<file path="config.mk">
export PLATFORM = sky130hd
export DESIGN_NAME = tga_rle_image_decoder_unit
export DESIGN_NICKNAME = d
export VERILOG_FILES = /design/src/hdl/tga_rle_pkg.sv /design/src/hdl/tga_rle_fifo.sv /design/src/hdl/tga_rle_front.sv /design/src/hdl/tga_rle_back.sv /design/src/hdl/tga_rle_image_decoder_unit.sv
export SDC_FILE = /design/constraint.sdc
export NUM_CORES = 2
export LEC_CHECK = 0
export ABC_CLOCK_PERIOD_IN_PS = 11900
export BUFFER_PORTS_ARGS = -buffer_cell sky130_fd_sc_hd__buf_2
export CAP_MARGIN = 0
export CORE_MARGIN = 3
export CORE_UTILIZATION = 30
export DETAILED_ROUTE_END_ITERATION = 7
export GPL_TIMING_DRIVEN = 0
export HOLD_SLACK_MARGIN = 0.05
export SLEW_MARGIN = 25
export SYNTH_ARGS = -nofsm -noshare
export SYNTH_HDL_FRONTEND = slang
export SYNTH_SLANG_ARGS = --single-unit
</file>
<file path="constraint.sdc">
create_clock -name clk_i -period 11.9 [get_ports clk_i]
set_input_delay 1.19 -clock clk_i [delete_from_list [all_inputs] [get_ports clk_i]]
set_output_delay 1.19 -clock clk_i [all_outputs]
set_load 0.01 [all_outputs]
</file>
<file path="src/hdl/tga_rle_pkg.sv">
// Shared types and defaults for the TGA run-length image decoder.
package tga_rle_pkg;

  localparam int MaxWidthDefault  = 4096;
  localparam int MaxHeightDefault = 4096;

  typedef enum logic [1:0] {
    KIND_PIXELS  = 2'd0,
    KIND_HDR_OK  = 2'd1,
    KIND_HDR_BAD = 2'd2,
    KIND_TRUNC   = 2'd3
  } kind_e;

  typedef enum logic [1:0] {
    CMD_HDR_OK  = 2'd0,
    CMD_HDR_BAD = 2'd1,
    CMD_PIXELS  = 2'd2,
    CMD_TRUNC   = 2'd3
  } cmd_op_e;

  typedef struct packed {
    logic [7:0] data_byte;
    logic       first_of_file;
    logic       end_of_file;
  } in_t;

  typedef struct packed {
    kind_e        kind;
    logic [1:0]   pixel_count;
    logic [23:0]  address_a;
    logic [31:0]  color_a;
    logic [23:0]  address_b;
    logic [31:0]  color_b;
    logic         image_done;
    logic         last_of_burst;
    logic [12:0]  image_width;
    logic [12:0]  image_height;
  } out_t;

  // One command from the byte parser to the pixel writer.
  typedef struct packed {
    cmd_op_e      op;
    logic         trunc;    // the final result of this command reports truncation
    logic         done;     // the final result of this command holds the last pixel
    logic [7:0]   count;    // pixels in a run, already clipped at the image end
    logic [31:0]  color;
    logic [15:0]  width;
    logic [12:0]  height;
    logic         top;      // rows are stored top-down
    logic [23:0]  base;     // start address of the first row
  } cmd_t;

endpackage

</file>
<file path="src/hdl/tga_rle_fifo.sv">
// Small first-in first-out queue built from registers.
module tga_rle_fifo #(
  parameter int Width = 8,
  parameter int Depth = 2
) (
  input  logic             clk_i,
  input  logic             rst_ni,
  input  logic             push_i,
  input  logic [Width-1:0] data_i,
  output logic             full_o,
  input  logic             pop_i,
  output logic [Width-1:0] data_o,
  output logic             empty_o
);

  localparam int PtrW = (Depth > 1) ? $clog2(Depth) : 1;
  localparam int CntW = $clog2(Depth + 1);

  logic [Width-1:0] mem_q [Depth];
  logic [PtrW-1:0]  wr_q, wr_d, rd_q, rd_d;
  logic [CntW-1:0]  cnt_q, cnt_d;
  logic             do_push, do_pop;

  assign full_o  = (cnt_q == CntW'(Depth));
  assign empty_o = (cnt_q == '0);
  assign do_push = push_i && !full_o;
  assign do_pop  = pop_i && !empty_o;
  assign data_o  = mem_q[rd_q];

  always_comb begin
    wr_d  = wr_q;
    rd_d  = rd_q;
    cnt_d = cnt_q;
    if (do_push) begin
      wr_d = (wr_q == PtrW'(Depth - 1)) ? '0 : wr_q + 1'b1;
    end
    if (do_pop) begin
      rd_d = (rd_q == PtrW'(Depth - 1)) ? '0 : rd_q + 1'b1;
    end
    if (do_push && !do_pop) begin
      cnt_d = cnt_q + 1'b1;
    end else if (do_pop && !do_push) begin
      cnt_d = cnt_q - 1'b1;
    end
  end

  always_ff @(posedge clk_i or negedge rst_ni) begin
    if (!rst_ni) begin
      wr_q  <= '0;
      rd_q  <= '0;
      cnt_q <= '0;
    end else begin
      wr_q  <= wr_d;
      rd_q  <= rd_d;
      cnt_q <= cnt_d;
    end
  end

  always_ff @(posedge clk_i) begin
    if (do_push) begin
      mem_q[wr_q] <= data_i;
    end
  end

endmodule

</file>
<file path="src/hdl/tga_rle_front.sv">
// Byte parser: header checks, ID skip, packet headers and pixel assembly.
module tga_rle_front
  import tga_rle_pkg::*;
#(
  parameter int MaxWidth  = MaxWidthDefault,
  parameter int MaxHeight = MaxHeightDefault
) (
  input  logic clk_i,
  input  logic rst_ni,
  input  logic accept_i,
  input  in_t  data_i,
  output logic cmd_push_o,
  output cmd_t cmd_o
);

  localparam logic [1:0] PH_HEADER = 2'd0;
  localparam logic [1:0] PH_IDSKIP = 2'd1;
  localparam logic [1:0] PH_PIXELS = 2'd2;
  localparam logic [1:0] PH_IDLE   = 2'd3;

  localparam logic [4:0] IdxIdLen    = 5'd0;
  localparam logic [4:0] IdxCmapType = 5'd1;
  localparam logic [4:0] IdxImgType  = 5'd2;
  localparam logic [4:0] IdxWidthLo  = 5'd12;
  localparam logic [4:0] IdxWidthHi  = 5'd13;
  localparam logic [4:0] IdxHeightLo = 5'd14;
  localparam logic [4:0] IdxHeightHi = 5'd15;
  localparam logic [4:0] IdxDepth    = 5'd16;
  localparam logic [4:0] IdxDescr    = 5'd17;

  localparam logic [7:0] TypeRaw    = 8'd2;
  localparam logic [7:0] TypeRle    = 8'd10;
  localparam logic [7:0] Depth24    = 8'd24;
  localparam logic [7:0] Depth32    = 8'd32;
  localparam logic [7:0] AlphaOpaque = 8'd255;

  logic [1:0]  phase_q, phase_d, e_phase;
  logic [4:0]  idx_q, idx_d, e_idx;
  logic [7:0]  skip_q, skip_d, e_skip;
  logic        rle_q, rle_d, e_rle;
  logic        bpp4_q, bpp4_d, e_bpp4;
  logic        top_q, top_d, e_top;
  logic [15:0] width_q, width_d, e_width;
  logic [15:0] height_q, height_d, e_height;
  logic [7:0]  plen_q, plen_d, e_plen;
  logic        prep_q, prep_d, e_prep;
  logic [1:0]  sidx_q, sidx_d, e_sidx;
  logic        bad_q, bad_d, e_bad;
  logic [31:0] remain_q, remain_d;
  logic [31:0] prod_q;
  logic [23:0] base_init_q;
  logic [31:0] base_full;
  logic [7:0]  sample_q [3];
  logic        sample_we;
  logic [7:0]  b;
  logic        hdr_bad, done, cmd_push;
  logic [2:0]  bpp;
  logic [7:0]  cnt, clipped, red, alpha;
  cmd_t        cmd;

  assign b = data_i.data_byte;

  // Pixel total and bottom row start, registered well before the last header byte.
  assign base_full = {16'd0, height_q - 16'd1} * {16'd0, width_q};

  always_ff @(posedge clk_i or negedge rst_ni) begin
    if (!rst_ni) begin
      prod_q      <= '0;
      base_init_q <= '0;
    end else begin
      prod_q      <= {16'd0, width_q} * {16'd0, height_q};
      base_init_q <= base_full[23:0];
    end
  end

  always_comb begin
    // A first byte sees the reset state.
    e_phase  = data_i.first_of_file ? PH_HEADER : phase_q;
    e_idx    = data_i.first_of_file ? 5'd0 : idx_q;
    e_skip   = data_i.first_of_file ? 8'd0 : skip_q;
    e_rle    = data_i.first_of_file ? 1'b0 : rle_q;
    e_bpp4   = data_i.first_of_file ? 1'b0 : bpp4_q;
    e_top    = data_i.first_of_file ? 1'b0 : top_q;
    e_width  = data_i.first_of_file ? 16'd0 : width_q;
    e_height = data_i.first_of_file ? 16'd0 : height_q;
    e_plen   = data_i.first_of_file ? 8'd0 : plen_q;
    e_prep   = data_i.first_of_file ? 1'b0 : prep_q;
    e_sidx   = data_i.first_of_file ? 2'd0 : sidx_q;
    e_bad    = data_i.first_of_file ? 1'b0 : bad_q;

    phase_d  = e_phase;
    idx_d    = e_idx;
    skip_d   = e_skip;
    rle_d    = e_rle;
    bpp4_d   = e_bpp4;
    top_d    = e_top;
    width_d  = e_width;
    height_d = e_height;
    plen_d   = e_plen;
    prep_d   = e_prep;
    sidx_d   = e_sidx;
    bad_d    = e_bad;
    remain_d = remain_q;

    sample_we = 1'b0;
    hdr_bad   = 1'b0;
    done      = 1'b0;
    bpp       = e_bpp4 ? 3'd4 : 3'd3;
    cnt       = 8'd1;
    clipped   = 8'd1;
    red       = e_bpp4 ? sample_q[2] : b;
    alpha     = e_bpp4 ? b : AlphaOpaque;
    cmd_push  = 1'b0;
    cmd       = '0;
    cmd.op    = CMD_TRUNC;

    case (e_phase)
      PH_HEADER: begin
        idx_d = e_idx + 5'd1;
        case (e_idx)
          IdxIdLen:    skip_d = b;
          IdxCmapType: if (b != 8'd0) bad_d = 1'b1;
          IdxImgType: begin
            if (b == TypeRaw) begin
              rle_d = 1'b0;
            end else if (b == TypeRle) begin
              rle_d = 1'b1;
            end else begin
              bad_d = 1'b1;
            end
          end
          IdxWidthLo:  width_d  = {e_width[15:8], b};
          IdxWidthHi:  width_d  = {b, e_width[7:0]};
          IdxHeightLo: height_d = {e_height[15:8], b};
          IdxHeightHi: height_d = {b, e_height[7:0]};
          IdxDepth: begin
            if (b == Depth24) begin
              bpp4_d = 1'b0;
            end else if (b == Depth32) begin
              bpp4_d = 1'b1;
            end else begin
              bad_d = 1'b1;
            end
          end
          IdxDescr:    top_d = b[5];
          default: begin
          end
        endcase
        if (e_idx == IdxDescr) begin
          hdr_bad = bad_d || (e_width == 16'd0) || (e_height == 16'd0) ||
                    (e_width > 16'(MaxWidth)) || (e_height > 16'(MaxHeight));
          cmd_push = 1'b1;
          if (hdr_bad) begin
            cmd.op  = CMD_HDR_BAD;
            phase_d = PH_IDLE;
          end else begin
            cmd.op     = CMD_HDR_OK;
            cmd.width  = e_width;
            cmd.height = e_height[12:0];
            cmd.top    = b[5];
            cmd.base   = b[5] ? 24'd0 : base_init_q;
            remain_d   = prod_q;
            phase_d    = (e_skip != 8'd0) ? PH_IDSKIP : PH_PIXELS;
          end
        end
      end
      PH_IDSKIP: begin
        skip_d = e_skip - 8'd1;
        if (skip_d == 8'd0) begin
          phase_d = PH_PIXELS;
        end
      end
      PH_PIXELS: begin
        if (e_rle && (e_plen == 8'd0)) begin
          prep_d = b[7];
          plen_d = {1'b0, b[6:0]} + 8'd1;
          sidx_d = 2'd0;
        end else if (({1'b0, e_sidx} + 3'd1) < bpp) begin
          sample_we = 1'b1;
          sidx_d    = e_sidx + 2'd1;
        end else begin
          sidx_d = 2'd0;
          if (e_rle) begin
            cnt    = e_prep ? e_plen : 8'd1;
            plen_d = e_prep ? 8'd0 : e_plen - 8'd1;
          end
          // Runs are clipped at the last pixel of the image.
          done      = ({24'd0, cnt} >= remain_q);
          clipped   = done ? remain_q[7:0] : cnt;
          remain_d  = remain_q - {24'd0, clipped};
          cmd_push  = 1'b1;
          cmd.op    = CMD_PIXELS;
          cmd.done  = done;
          cmd.count = clipped;
          cmd.color = {alpha, sample_q[0], sample_q[1], red};
          if (done) begin
            phase_d = PH_IDLE;
          end
        end
      end
      default: begin
      end
    endcase

    // End of file with work still open reports truncation.
    if (data_i.end_of_file && (phase_d != PH_IDLE)) begin
      if (cmd_push) begin
        cmd.trunc = 1'b1;
      end else begin
        cmd_push = 1'b1;
        cmd.op   = CMD_TRUNC;
      end
      phase_d = PH_IDLE;
    end
  end

  assign cmd_push_o = accept_i && cmd_push;
  assign cmd_o      = cmd;

  always_ff @(posedge clk_i or negedge rst_ni) begin
    if (!rst_ni) begin
      phase_q  <= PH_HEADER;
      idx_q    <= '0;
      skip_q   <= '0;
      rle_q    <= 1'b0;
      bpp4_q   <= 1'b0;
      top_q    <= 1'b0;
      width_q  <= '0;
      height_q <= '0;
      plen_q   <= '0;
      prep_q   <= 1'b0;
      sidx_q   <= '0;
      bad_q    <= 1'b0;
      remain_q <= '0;
    end else if (accept_i) begin
      phase_q  <= phase_d;
      idx_q    <= idx_d;
      skip_q   <= skip_d;
      rle_q    <= rle_d;
      bpp4_q   <= bpp4_d;
      top_q    <= top_d;
      width_q  <= width_d;
      height_q <= height_d;
      plen_q   <= plen_d;
      prep_q   <= prep_d;
      sidx_q   <= sidx_d;
      bad_q    <= bad_d;
      remain_q <= remain_d;
    end
  end

  always_ff @(posedge clk_i) begin
    if (accept_i && sample_we) begin
      sample_q[e_sidx] <= b;
    end
  end

endmodule

</file>
<file path="src/hdl/tga_rle_back.sv">
// Pixel writer: expands commands into results and tracks destination addresses.
module tga_rle_back
  import tga_rle_pkg::*;
(
  input  logic clk_i,
  input  logic rst_ni,
  input  logic cmd_empty_i,
  input  cmd_t cmd_i,
  output logic cmd_pop_o,
  input  logic res_full_i,
  output logic res_push_o,
  output out_t res_o
);

  logic        busy_q, busy_d;
  cmd_op_e     op_q, op_d;
  cmd_t        cmd_q;
  logic [7:0]  left_q, left_d;
  logic [15:0] col_q, col_d;
  logic [23:0] base_q, base_d;
  logic [15:0] width_q, width_d;
  logic        top_q, top_d;
  logic        load, emit, two, final_res;
  logic [16:0] col1, col2;
  logic        wrap1, wrap2;
  logic [15:0] col_s1, col_s2;
  logic [23:0] base_s1, base_s2;
  logic [23:0] addr_a, addr_b;
  out_t        res;

  assign load      = !busy_q && !cmd_empty_i;
  assign cmd_pop_o = load;
  assign emit      = busy_q && !res_full_i;

  // Two raster steps per cycle while the result queue has room: column wraps move the row start by one line.
  always_comb begin
    addr_a  = base_q + {8'd0, col_q};
    col1    = {1'b0, col_q} + 17'd1;
    wrap1   = (col1 >= {1'b0, width_q});
    col_s1  = wrap1 ? 16'd0 : col1[15:0];
    base_s1 = wrap1 ? (top_q ? base_q + {8'd0, width_q} : base_q - {8'd0, width_q})
                    : base_q;
    addr_b  = base_s1 + {8'd0, col_s1};
    col2    = {1'b0, col_s1} + 17'd1;
    wrap2   = (col2 >= {1'b0, width_q});
    col_s2  = wrap2 ? 16'd0 : col2[15:0];
    base_s2 = wrap2 ? (top_q ? base_s1 + {8'd0, width_q} : base_s1 - {8'd0, width_q})
                    : base_s1;
  end

  always_comb begin
    busy_d    = busy_q;
    op_d      = op_q;
    left_d    = left_q;
    col_d     = col_q;
    base_d    = base_q;
    width_d   = width_q;
    top_d     = top_q;
    two       = (left_q >= 8'd2);
    final_res = (left_q <= 8'd2);
    res       = '0;
    res.kind  = KIND_TRUNC;

    case (op_q)
      CMD_PIXELS: begin
        res.kind          = (final_res && cmd_q.trunc) ? KIND_TRUNC : KIND_PIXELS;
        res.pixel_count   = two ? 2'd2 : 2'd1;
        res.address_a     = addr_a;
        res.color_a       = cmd_q.color;
        res.address_b     = two ? addr_b : 24'd0;
        res.color_b       = two ? cmd_q.color : 32'd0;
        res.image_done    = final_res && cmd_q.done;
        res.last_of_burst = final_res;
      end
      CMD_HDR_OK: begin
        res.kind          = KIND_HDR_OK;
        res.image_width   = cmd_q.width[12:0];
        res.image_height  = cmd_q.height;
        res.last_of_burst = !cmd_q.trunc;
      end
      CMD_HDR_BAD: begin
        res.kind          = KIND_HDR_BAD;
        res.last_of_burst = 1'b1;
      end
      default: begin
        res.kind          = KIND_TRUNC;
        res.last_of_burst = 1'b1;
      end
    endcase

    if (load) begin
      busy_d = 1'b1;
      op_d   = cmd_i.op;
      left_d = cmd_i.count;
    end else if (emit) begin
      case (op_q)
        CMD_PIXELS: begin
          left_d = left_q - (two ? 8'd2 : 8'd1);
          col_d  = two ? col_s2 : col_s1;
          base_d = two ? base_s2 : base_s1;
          busy_d = !final_res;
        end
        CMD_HDR_OK: begin
          col_d   = 16'd0;
          base_d  = cmd_q.base;
          width_d = cmd_q.width;
          top_d   = cmd_q.top;
          // A truncated header is followed by its own truncation result.
          if (cmd_q.trunc) begin
            op_d = CMD_TRUNC;
          end else begin
            busy_d = 1'b0;
          end
        end
        default: busy_d = 1'b0;
      endcase
    end
  end

  assign res_push_o = emit;
  assign res_o      = res;

  always_ff @(posedge clk_i or negedge rst_ni) begin
    if (!rst_ni) begin
      busy_q  <= 1'b0;
      op_q    <= CMD_TRUNC;
      left_q  <= '0;
      col_q   <= '0;
      base_q  <= '0;
      width_q <= '0;
      top_q   <= 1'b0;
    end else begin
      busy_q  <= busy_d;
      op_q    <= op_d;
      left_q  <= left_d;
      col_q   <= col_d;
      base_q  <= base_d;
      width_q <= width_d;
      top_q   <= top_d;
    end
  end

  always_ff @(posedge clk_i) begin
    if (load) begin
      cmd_q <= cmd_i;
    end
  end

endmodule

</file>
<file path="src/hdl/tga_rle_image_decoder_unit.sv">
// Top level of the streaming TGA (24/32-bit, raw or run-length) image decoder.
//
// Usage: the file enters one byte per transfer on the input port (push, full,
// data_i); first_of_file restarts the decoder and end_of_file marks the final
// byte. Results leave through the output queue (empty, pop, result_o): one
// header verdict per file, then pixel writes of up to two RGBA pixels each,
// with their destination index, and a truncation report if the file ends early.
// A byte parser checks the header, skips the ID field, reads packet headers and
// assembles pixels; it hands at most one command per byte to a two-entry
// command queue.
// A pixel writer turns each command into results and keeps the raster address.
// Throughput: one byte per cycle while the command queue has room; a run of pixels
// occupies the writer while it loads the command and emits up to two pixels per result,
// during which further bytes still enter until the command queue holds two commands.
// When the receiver stalls, the two-entry result queue fills, the writer waits,
// and full rises once the command queue is also full; nothing is dropped.
// Reset clears all queues and returns the parser to the header; bytes that
// arrive before any first_of_file are taken as the start of a file.
module tga_rle_image_decoder_unit
  import tga_rle_pkg::*;
#(
  parameter int MaxWidth  = MaxWidthDefault,
  parameter int MaxHeight = MaxHeightDefault
) (
  input  logic clk_i,
  input  logic rst_ni,
  input  logic push,
  output logic full,
  input  in_t  data_i,
  output logic empty,
  input  logic pop,
  output out_t result_o
);

  logic accept;
  logic cmd_push, cmd_full, cmd_empty, cmd_pop;
  cmd_t cmd_in, cmd_out;
  logic res_push, res_full;
  out_t res_in;

  // A byte is taken only while a command slot is free, whether or not it yields one.
  assign full   = cmd_full;
  assign accept = push && !cmd_full;

  tga_rle_front #(
    .MaxWidth  (MaxWidth),
    .MaxHeight (MaxHeight)
  ) u_front (
    .clk_i      (clk_i),
    .rst_ni     (rst_ni),
    .accept_i   (accept),
    .data_i     (data_i),
    .cmd_push_o (cmd_push),
    .cmd_o      (cmd_in)
  );

  tga_rle_fifo #(
    .Width ($bits(cmd_t)),
    .Depth (2)
  ) u_cmd_fifo (
    .clk_i   (clk_i),
    .rst_ni  (rst_ni),
    .push_i  (cmd_push),
    .data_i  (cmd_in),
    .full_o  (cmd_full),
    .pop_i   (cmd_pop),
    .data_o  (cmd_out),
    .empty_o (cmd_empty)
  );

  tga_rle_back u_back (
    .clk_i       (clk_i),
    .rst_ni      (rst_ni),
    .cmd_empty_i (cmd_empty),
    .cmd_i       (cmd_out),
    .cmd_pop_o   (cmd_pop),
    .res_full_i  (res_full),
    .res_push_o  (res_push),
    .res_o       (res_in)
  );

  // The result queue doubles as the output register toward the receiver.
  tga_rle_fifo #(
    .Width ($bits(out_t)),
    .Depth (2)
  ) u_res_fifo (
    .clk_i   (clk_i),
    .rst_ni  (rst_ni),
    .push_i  (res_push),
    .data_i  (res_in),
    .full_o  (res_full),
    .pop_i   (pop),
    .data_o  (result_o),
    .empty_o (empty)
  );

endmodule
</file>
==> impl_results.rst <==
.. list-table::
   :header-rows: 1

   * - Metric
     - Value
   * - Number of standard cells in the layout, taps in and fillers out
     - 7739
   * - Number of placed instances, taps included
     - 7566
   * - Routed wire length per instance
     - 20.1 um
   * - Pwr per Cell Area
     - 188 nW/um2
   * - Routed via count
     - 38500
   * - RSZ-0062 raised after global routing
     - no
   * - Post-Synthesis Cell Area
     - 54700 um2
   * - Residual DRC count
     - 0
   * - Total setup violations reported at the end of the flow
     - 0
   * - WS Path Type
     - reg -> reg
   * - Final total negative setup slack
     - 0 ns
   * - Layout fillers
     - 18100
   * - Number of placement rows
     - 156
   * - Post-cts gate resize count
     - 0
   * - Peak fanout along the critical path
     - 10
   * - Clock transition time at the flip-flop clock pins of the worst setup and hold paths
     - 0.07 ns
   * - Critical Path Slowest Stage Cell
     - sky130_fd_sc_hd__nor4_1
   * - Multi-input combinational cell area
     - 28400 um2
   * - VDD IR-drop max
     - 150 uV
   * - TritonCTS clock tree
     - yes
   * - Transition time of the tightest slew-check pin
     - 1.11 ns
   * - Status
     - finished, final reports clean
   * - Largest net degree at the start of global routing
     - 88
   * - Layout overhead on the synthesized area
     - 13.5%
   * - Crit share post-route
     - 85.4%
   * - Avg Synthesized Cell Area
     - 10.9 um2
   * - DP HPWL
     - 119 mm
   * - Number of sinks driven by the clock tree
     - 821
   * - Final Slew Violations
     - 0
   * - Deepest clock path buffer count
     - 3
   * - Effective utilization at floorplan
     - 30.2%
   * - Mean number of vias per cell
     - 4.97
   * - Most common cell type on the critical path
     - sky130_fd_sc_hd__ha_1
   * - Overall die area
     - 188000 um2
   * - Aggregate routed wire length
     - 155 mm
   * - Flop-to-flop setup slack
     - 1.74 ns
   * - Number of flops mapped to enable cells by yosys
     - 596
   * - Antenna violations before repair
     - 5
   * - Hold crit path type
     - in -> async
   * - Final hold vios
     - 0
   * - Global route overflow
     - 0
   * - Post CTS Setup Buffer Count
     - 0
   * - Ys Warns
     - 0
   * - Leakage power of the design
     - 0.0258 uW
   * - Proportion of register bits with asynchronous set or reset after synthesis
     - 27.4%
   * - Share of final-layout standard cells stronger than drive strength 1
     - 11.3%
   * - # Max-Cap Violations
     - 0
   * - Register bit count reported by yosys
     - 821
   * - Required time reported for the critical path endpoint
     - 12.44 ns
   * - Clock skew after layout
     - 0.0405 ns
   * - Highest clock rate
     - 98.4 MHz
   * - Relative slew slack
     - 25.9%
   * - Number of global-route vias before repair
     - 39500
   * - # hold bufs at CTS
     - 0
   * - Die Span X
     - 433 um
   * - Count of distinct cell types in the synthesized netlist
     - 87
   * - Area of the core
     - 181000 um2
   * - Iteration count of the initial detailed-routing pass
     - 6
   * - Number of buffers inserted by port buffering
     - 159
   * - Source-to-sink clock delay at the later pin of the worst-skew pair
     - 0.69 ns
   * - Data arrival at the endpoint of the critical path
     - 10.71 ns
   * - Clk Tree Root Cell
     - sky130_fd_sc_hd__clkbuf_16
   * - Total global-route track usage
     - 16.4%
   * - Reg area
     - 23500 um2
   * - Hold slack final
     - 0.448 ns
   * - Worst setup SP type
     - flop
   * - Post-synthesis cell count
     - 5010
   * - First-iteration detailed-routing DRC count
     - 3125
   * - Die span in y
     - 433 um
   * - Routability congestion estimate from global placement
     - 0.947
   * - Register area share after synthesis
     - 43.0%
   * - First-pass GRT wire length
     - 237 mm
   * - Cts bufs inserted
     - 89
   * - Primary flip-flop cell chosen by synthesis mapping
     - sky130_fd_sc_hd__edfxtp_1
   * - Delay contributed by the slowest stage of the critical path
     - 0.71 ns
   * - Critical path capture point type
     - flop
   * - Total Nets Final
     - 5993
   * - Top-level port count
     - 160
   * - Htree depth
     - 3
   * - Minimum clock period
     - 10.16 ns
   * - Post-route antenna net violation count
     - 0
power by group:
part           total, uW  switching (uW)  internal (uW)
combinational       4520            2740           1770
clock               2820            1180           1630
sequential          4360             332           4030
worst paths after layout:
kind,startpoint,end,cells after the start
worst min register to register,u_back.cmd_q[52]$_DFFE_PP_,u_back.width_q[14]$_DFFE_PN0P_,2
max in group asynchronous,rst_ni,u_front.skip_q[1]$_DFFE_PN0P_,2
min in group clk_i,u_back.cmd_q[52]$_DFFE_PP_,u_back.width_q[14]$_DFFE_PN0P_,2
worst max register to register,u_back.col_q[0]$_DFFE_PN0P_,u_back.base_q[17]$_DFFE_PN0P_,32
worst min-delay path,rst_ni,u_back.base_q[22]$_DFFE_PN0P_,1
worst max-delay path,u_back.col_q[0]$_DFFE_PN0P_,u_back.base_q[17]$_DFFE_PN0P_,32
layout by cell type (no fill, tap or decap), types with 223 or more instances in the layout:
cell type                  synthesis  final
sky130_fd_sc_hd__edfxtp_1        596    596
sky130_fd_sc_hd__fa_1            368    368
sky130_fd_sc_hd__inv_1           529    529
sky130_fd_sc_hd__dfrtp_1         223    223
sky130_fd_sc_hd__ha_1            324    324
sky130_fd_sc_hd__nand2_1         567    567
sky130_fd_sc_hd__clkbuf_1        218    232
sky130_fd_sc_hd__mux2_2          240    240
sky130_fd_sc_hd__and2_1          314    313
sky130_fd_sc_hd__nor2_1          251    248
per-stage QoR:
step	util, %	power [uW]	area, um2	setup slack [ns]
2_1_floorplan	-	7380	54800	4.10
3_3_place_gp	32.3	8860	58500	0.0251
3_5_place_dp	32.6	8920	59100	1.85
4_1_cts	34.3	11800	62100	1.85
5_1_grt	34.3	12400	62100	1.34
6_report	34.3	11700	62100	1.74
registers in the layout, summed over array words and instances (netlist names), 2 cells and up:
register and cells:
u_back.base_q 24, u_res_fifo.mem_q 288, u_back.col_q 16, u_front.width_q 16, u_front.sample_q 24, u_front.sidx_q 2, u_front.height_q 16, u_front.base_init_q 24
u_front.remain_q 32, u_front.phase_q 2, u_back.cmd_q 88, u_back.width_q 16, u_back.op_q 2, u_back.left_q 8, u_cmd_fifo.cnt_q 2, u_front.plen_q 8
u_front.idx_q 5, u_res_fifo.cnt_q 2, u_front.skip_q 8, u_cmd_fifo.mem_q 196, u_front.prod_q 32
synth_stat cells, types with 40 or more instances:
cell | number | share of area, %
sky130_fd_sc_hd__ha_1 | 324 | 7.4
sky130_fd_sc_hd__and2_1 | 314 | 3.6
sky130_fd_sc_hd__xor2_1 | 60 | 0.96
sky130_fd_sc_hd__fa_1 | 368 | 13
sky130_fd_sc_hd__o21ai_0 | 199 | 1.8
sky130_fd_sc_hd__nand3_1 | 59 | 0.54
sky130_fd_sc_hd__edfxtp_1 | 596 | 33
sky130_fd_sc_hd__nand2_1 | 567 | 3.9
sky130_fd_sc_hd__a21o_1 | 47 | 0.64
sky130_fd_sc_hd__nor2_1 | 251 | 1.7
sky130_fd_sc_hd__xnor2_1 | 167 | 2.7
sky130_fd_sc_hd__nor3_1 | 74 | 0.68
sky130_fd_sc_hd__a21oi_1 | 186 | 1.7
sky130_fd_sc_hd__mux2_2 | 240 | 4.9
sky130_fd_sc_hd__inv_1 | 529 | 3.6
sky130_fd_sc_hd__nor2b_1 | 40 | 0.46
sky130_fd_sc_hd__and3_1 | 84 | 0.96
sky130_fd_sc_hd__clkbuf_1 | 218 | 1.5
sky130_fd_sc_hd__dfrtp_1 | 223 | 10
area by class of cell:
type / count / area share [%]
multi-input cells: 3426 / 45.7
clock buffers: 118 / 3.99
diodes: 6 / 0.0242
clock inverters: 49 / 0.820
repair buffers: 181 / 2.08
well taps: 2370 / 4.78
inverters: 531 / 3.22
plain buffers: 237 / 1.45
flip-flops and latches: 821 / 37.9
cell families (layout without fill, tap and decap cells):
family | count (synthesis) | in the layout | synth area share, %
simple gates | 1524 | 1524 | 13.5
flops | 821 | 821 | 43.0
buf+inv | 768 | 1116 | 5.28
compound gates | 711 | 711 | 8.27
fa+ha+maj | 692 | 692 | 20.9
mux | 266 | 266 | 5.41
xor+xnor | 227 | 227 | 3.63
other cells | 1 | 12 | 0.00685
worst max-delay path: cells and delay by family, from the launching register on:
| kind | cells | cell delay (ns) |
|---|---|---|
| buffers and inverters | 6 | 2.04 |
| and+or+nand+nor | 12 | 3.33 |
| adders and majority gates | 4 | 1.29 |
| AOI/OAI and AO/OA | 8 | 2.06 |
| DFF | 1 | 0.52 |
| xor gates and xnor gates | 2 | 0.77 |
routing by layer:
metal	GRT usage, %	wire length, um	share of wire, %
met4	7.80	8130	5.2
met1	20.9	64100	41
met5	0	0	0
met3	2.37	8970	5.8
met2	27.3	74100	48
Power figures use the tool's default switching activity.
